**config.mk**
```make
export PLATFORM = sky130hd
export DESIGN_NAME = bcis_alu
export DESIGN_NICKNAME = d
export VERILOG_FILES = /design/src/sv/bcis_pkg.sv /design/src/sv/bcis_alu.sv
export SDC_FILE = /design/constraint.sdc
export NUM_CORES = 1
export LEC_CHECK = 0
export ABC_AREA = 1
export BUFFER_PORTS_ARGS = -buffer_cell sky130_fd_sc_hd__buf_2
export CAP_MARGIN = 5
export CORE_MARGIN = 2
export CORE_UTILIZATION = 58
export DETAILED_ROUTE_END_ITERATION = 7
export PLACE_DENSITY = 0.95
export SLEW_MARGIN = 20
export SYNTH_ARGS = -nofsm -noshare
export SYNTH_HDL_FRONTEND = slang
export SYNTH_SLANG_ARGS = --single-unit
```
**constraint.sdc**
```tcl
create_clock -name vclk -period 2.9
set_input_delay 0.145 -clock vclk [all_inputs]
set_output_delay 0.145 -clock vclk [all_outputs]
set_load 0.02 [all_outputs]
```
**src/sv/bcis_pkg.sv**
```systemverilog
// Package for the basic computer instruction step core: beat structs, operation,
// opcode and ALU codes, and the address wrap helpers.
// No dependencies.
`timescale 1ns / 1ps

package bcis_pkg;

   localparam int MEM_WORDS = 4096;
   localparam int ADDR_W = $clog2(MEM_WORDS);

   // The address wrap is a reciprocal multiply with a single correction step.
   localparam int RECIP_SHIFT = 24;
   localparam logic [20:0] RECIP = 21'((2 ** RECIP_SHIFT) / MEM_WORDS);

   localparam logic [1:0] OP_LOAD  = 2'd0;
   localparam logic [1:0] OP_READ  = 2'd1;
   localparam logic [1:0] OP_START = 2'd2;
   localparam logic [1:0] OP_STEP  = 2'd3;

   localparam logic [2:0] OPC_AND = 3'd0;
   localparam logic [2:0] OPC_ADD = 3'd1;
   localparam logic [2:0] OPC_LDA = 3'd2;
   localparam logic [2:0] OPC_STA = 3'd3;
   localparam logic [2:0] OPC_BUN = 3'd4;
   localparam logic [2:0] OPC_BSA = 3'd5;
   localparam logic [2:0] OPC_ISZ = 3'd6;
   localparam logic [2:0] OPC_REG = 3'd7;

   localparam int RR_CLA = 11;
   localparam int RR_CLE = 10;
   localparam int RR_CMA = 9;
   localparam int RR_CME = 8;
   localparam int RR_CIR = 7;
   localparam int RR_CIL = 6;
   localparam int RR_INC = 5;
   localparam int RR_SPA = 4;
   localparam int RR_SNA = 3;
   localparam int RR_SZA = 2;
   localparam int RR_SZE = 1;
   localparam int RR_HLT = 0;

   localparam logic [2:0] ALU_ADD = 3'd0;
   localparam logic [2:0] ALU_AND = 3'd1;
   localparam logic [2:0] ALU_NOT = 3'd2;
   localparam logic [2:0] ALU_ROR = 3'd3;
   localparam logic [2:0] ALU_ROL = 3'd4;

   typedef struct packed {
      logic [1:0]  op;
      logic [11:0] addr;
      logic [15:0] data;
   } req_type;

   typedef struct packed {
      logic [15:0] read_data;
      logic [15:0] instr;
      logic [11:0] pc_out;
      logic [15:0] acc_out;
      logic        e_out;
      logic        running;
   } rsp_type;

   typedef struct packed {
      logic [2:0] func;
      logic       e;
   } alu_ctrl_type;

   typedef struct packed {
      logic [15:0] value;
      logic        carry;
   } alu_res_type;

   // Quotient estimate of a / MEM_WORDS; it is low by at most one.
   function automatic logic [11:0] wrap_quot(input logic [11:0] a);
      logic [35:0] prod;
      prod = 36'(a) * 36'(RECIP);
      return prod[RECIP_SHIFT +: 12];
   endfunction

   // Remainder from the registered quotient estimate, with one correction.
   function automatic logic [ADDR_W-1:0] wrap_fix(input logic [11:0] a,
                                                  input logic [11:0] quot);
      logic [24:0] back;
      logic [12:0] rem;
      back = 25'(quot) * 25'(MEM_WORDS);
      rem = 13'(a) - back[12:0];
      if (rem >= 13'(MEM_WORDS)) begin
         rem = rem - 13'(MEM_WORDS);
      end
      return rem[ADDR_W-1:0];
   endfunction

endpackage

```
**src/sv/bcis_alu.sv**
```systemverilog
// Shared arithmetic and logic unit of the instruction step core.
// Depends on bcis_pkg for the control and result structs and the function codes.
`timescale 1ns / 1ps

module bcis_alu import bcis_pkg::*; (
   input  alu_ctrl_type ctrl,
   input  logic [15:0]  opnd_a,
   input  logic [15:0]  opnd_b,
   output alu_res_type  res
);

   logic [16:0] sum;

   assign sum = {1'b0, opnd_a} + {1'b0, opnd_b};

   always_comb begin
      unique case (ctrl.func)
         ALU_ADD: res = '{value: sum[15:0], carry: sum[16]};
         ALU_AND: res = '{value: opnd_a & opnd_b, carry: 1'b0};
         ALU_NOT: res = '{value: ~opnd_a, carry: 1'b0};
         ALU_ROR: res = '{value: {ctrl.e, opnd_a[15:1]}, carry: opnd_a[0]};
         ALU_ROL: res = '{value: {opnd_a[14:0], ctrl.e}, carry: opnd_a[15]};
         default: res = '{value: sum[15:0], carry: sum[16]};
      endcase
   end

endmodule

```
### Yosys cells after proc, flatten, opt, wreduce, memory -nomap -nowiden

Index checks and enable logic that the tools add are counted.

| cells by class | value |
|---|---|
| bitwise operators | 2 |
| multiplexer cells | 1 |
| equal/unequal tests | 4 |
| $add $sub $neg | 1 |

Operators with widths:

| kind | number |
|---|---|
| $pmux W17 S4 | 1 |
| $add A16 B16 Y17 | 1 |
| $and A16 B16 Y16 | 1 |
| $not A16 Y16 | 1 |
| $eq A3 B2 Y1 const B | 2 |
| $eq A3 B1 Y1 const B | 1 |
| $eq A3 B3 Y1 const B | 1 |

| word-level totals | value |
|---|---|
| output and inout bits | 17 |
| bits in registers | 0 |
| logic and storage cells | 8 |
| input bits | 36 |

### Logic depth before layout (Yosys ltp)

| logic depth | value |
|---|---|
| depth in word-level cells | 2 |
| gate-level depth with buffers | 11 |
| depth with buffers taken out | 11 |

### Worst setup path after synthesis

OpenSTA, ideal clock, no wires.

| timing | value |
|---|---|
| path type | in2out |
| from | input opnd_a[2] |
| to | output res[4] (netlist name) |
| cell stages on the path | 6 |
| path slack | 1302 ps |
| arrival time | 1453 ps |
| buffers on the path | 0 |
| data required time | 2755 ps |
| path through | ha_1 > or2_1 > and2_1 > nand2_1 > nand2_1 > o21ai_0 |

RTL lines:

| element | RTL line | text |
|---|---|---|
| from (decl) | bcis_alu.sv:7 | `input logic [15:0] opnd_a,` |
| to (decl) | bcis_alu.sv:9 | `output alu_res_type res` |

==> impl_summary.txt <==
----------------------------------------------------
[Outcome]
  Run status ... complete, no violations

[Drt]
  Remaining DRCs ... 0
  Violation count after the first detailed-routing iteration ... 146
  Router iterations before antenna repair ... 5
  Count of vias placed by the detailed router ... 2160
  Drt wl/cell ... 11.3 um
  Antenna Nets Post-Route ... 0
  Total length of routed wires ... 4520 um
  Routed via count divided by cell count ... 5.40

[Critical path]
  Data arrival, critical path ... 1650 ps
  Cell type group with the largest total delay on the critical path ... simple AND/OR/NAND/NOR gates
  Maximum net fanout on the critical path ... 4
  Element type at the critical path start ... input pin
  Buffering stage count on the worst path with inverters included ... 2
  Cell breakdown of the critical path ... buf_2 -> ha_1 -> or2_1 -> nand3b_1 -> nand2_1 -> nand2_1 -> nand3_1 -> nand2_1 -> nand2_1 -> nand2_1 -> buf_2
  Slowest stage cell on the critical path ... sky130_fd_sc_hd__ha_1
  Type of destination of the critical path ... primary output
  WS Path Type ... in2out
  Largest incremental delay on the critical path ... 340 ps
  CP Data Required Time ... 2760 ps
  Most numerous cell on the critical path ... sky130_fd_sc_hd__nand2_1

[Timing]
  Final WS setup ... 1110 ps
  Worst-Margin Slew ... 409 ps
  Min cycle time layout ... 1790 ps
  Headroom to the max-slew limit ... 72.6%
  Max Clk Rate ... 0.557 GHz
  Unrepaired setup endpoints after global routing ... false
  Portion of the clock cycle consumed by the worst path in the final layout ... 61.9%
  Count of final hold-check violations ... 0
  Final hold slack ... 734 ps
  Setup TNS ... 0 ps
  Final Max Tran Viols ... 0
  Final count of negative-setup-slack endpoints ... 0

[Final layout]
  Synthesis-to-finish area growth ... 17.3%
  FF+latch count ... 0
  Number of fill cells in the layout ... 249
  Utilization of the core after routing ... 72.9%
  Cell area after layout ... 1820 sq um
  Non-Filler Instances ... 400
  Count of inserted antenna diode cells ... 0
  Clock tree buffer count of the final layout ... 0
  Sequential Area ... 0 sq um
  Share of final-layout standard cells stronger than drive strength 1 ... 16.5%
  Net count of the finished layout ... 425

[Clock network]
  Resized cells post-CTS ... 0
  Total of hold buffers inserted after clock tree synthesis ... 0
  Setup repair bufs after CTS ... 0

[Place]
  Number of input and output port buffers inserted ... 53
  Cell Area, Placed ... 1820 sq um
  Placed wire-length estimate ... 3600 um
  Last weighted congestion value of the routability-driven placer ... 0.991
  Pre-CTS setup slack ... 1130 ps
  Number of instances in the placed design ... 400

[Logic synthesis]
  Most repeated cell in the gate-level netlist after synthesis ... sky130_fd_sc_hd__nand2_1
  Number of warnings issued by yosys ... 0
  Most frequent cells after synthesis ... sky130_fd_sc_hd__nand2_1, sky130_fd_sc_hd__inv_1, sky130_fd_sc_hd__o22ai_1
  Largest area contributor in the netlist ... sky130_fd_sc_hd__nand2_1
  Avg Cell Area, Syn ... 4.83 sq um
  Number of distinct library cells after synthesis ... 21
  Share of the synthesized area in the top cell type ... 30.0%
  Post-Syn Instances ... 322
  Cells taking the most area after synthesis ... sky130_fd_sc_hd__nand2_1, sky130_fd_sc_hd__inv_1, sky130_fd_sc_hd__ha_1, sky130_fd_sc_hd__o22ai_1, sky130_fd_sc_hd__nor2_1
  Syn Nets ... 375
  Netlist area before placement ... 1550 sq um
  Share of synthesized area occupied by flip-flops and latches ... 0%

[GRT]
  Global-route wire length before repair ... 7520 um
  Pin count of the biggest net entering global routing ... 19
  Vias in the first global route ... 1851
  Total gr overflow ... 0
  Number of antenna violations at the first check in global routing ... 0
  Overall track demand over capacity in global routing ... 27.9%

[Power]
  Static leakage ... 1.23 nW
  Worst IR Drop VDD ... 0.152 mV
  Power, Total ... 0.410 mW
  Power density relative to cell area ... 225 nW/um^2

[Job]
  Maximum capacitance violations ... 0

[Floorplan]
  Die Ht ... 55.8 um
  Core area ... 2500 sq um
  IO Count ... 53
  Overall die width ... 55.8 um
  Die area ... 3110 sq um
  Starting Density ... 62.2%
  Cell Rows ... 18

[Min path]
  Terminating pin of the worst hold path ... res[1]
  Hold_sp ... opnd_b[0]
  Type of the most critical hold path ... in2out
  Cell depth of the worst min-delay path ... 5

----------------------------------------------------
report_power, final:
group          switching, mW  total [mW]  leakage, nW  internal, mW
clock                      0           0            0             0
sequential                 0           0            0             0
combinational          0.265       0.410         1.23         0.145
cell families (layout without fill, tap and decap cells):
kind of cell / after synthesis / after routing / synth area share (%)
AOI/OAI and AO/OA: 46 / 46 / 17.6
xor gates and xnor gates: 4 / 4 / 2.25
adders and majority gates: 17 / 17 / 13.7
buffers and inverters: 75 / 123 / 19.1
and+or+nand+nor: 180 / 180 / 47.4
metal layers:
metal | GRT usage, % | wire (um) | vias up | share of wire [%]
met1 | 38.8 | 1950 | 937 | 43
met5 | 0 | 0 | - | 0
met3 | 0 | 389 | 2 | 8.6
met4 | 5.92 | 22 | 0 | 0.49
met2 | 48.1 | 2150 | 106 | 48
li1 | - | - | 1115 | -
cell usage in the layout (no fill, tap or decap):
| cell | Yosys | layout |
|---|---|---|
| sky130_fd_sc_hd__nand3_2 | 3 | 3 |
| sky130_fd_sc_hd__ha_1 | 17 | 17 |
| sky130_fd_sc_hd__nor3_1 | 3 | 3 |
| sky130_fd_sc_hd__inv_1 | 69 | 69 |
| sky130_fd_sc_hd__nor2_1 | 29 | 29 |
| sky130_fd_sc_hd__a21oi_1 | 9 | 9 |
| sky130_fd_sc_hd__and2_1 | 2 | 2 |
| sky130_fd_sc_hd__xor2_1 | 4 | 4 |
| sky130_fd_sc_hd__nand2_2 | 3 | 3 |
| sky130_fd_sc_hd__o21ai_0 | 3 | 3 |
| sky130_fd_sc_hd__nand3_1 | 12 | 12 |
| sky130_fd_sc_hd__buf_2 | 3 | 53 |
| sky130_fd_sc_hd__nand2_1 | 124 | 124 |
| sky130_fd_sc_hd__inv_2 | 1 | 1 |
| sky130_fd_sc_hd__o22ai_1 | 34 | 34 |
| sky130_fd_sc_hd__nand3b_1 | 1 | 1 |
| sky130_fd_sc_hd__or2_1 | 1 | 1 |
| sky130_fd_sc_hd__or2_2 | 1 | 1 |
| sky130_fd_sc_hd__nand4_1 | 1 | 1 |
how the worst max path moves through the flow:
stage	slack [ps]	depth (start not counted)	to	start
2_1_floorplan	1300	6	res[4]	opnd_a[2]
3_3_place_gp	1140	11	res[14]	opnd_a[2]
3_5_place_dp	1130	11	res[14]	opnd_a[2]
4_1_cts	1130	11	res[14]	opnd_a[2]
5_1_grt	980	11	res[14]	opnd_a[2]
6_report	1110	11	res[14]	opnd_a[2]
cell type report:
cell class | count | area (sq um) | area share [%]
Inverter | 70 | 263 | 14.4
Multi-Input combinational cell | 247 | 1260 | 69.0
Tap cell | 30 | 37.5 | 2.06
Timing Repair Buffer | 53 | 265 | 14.6
No activity file was read; power rests on OpenSTA's default activity.
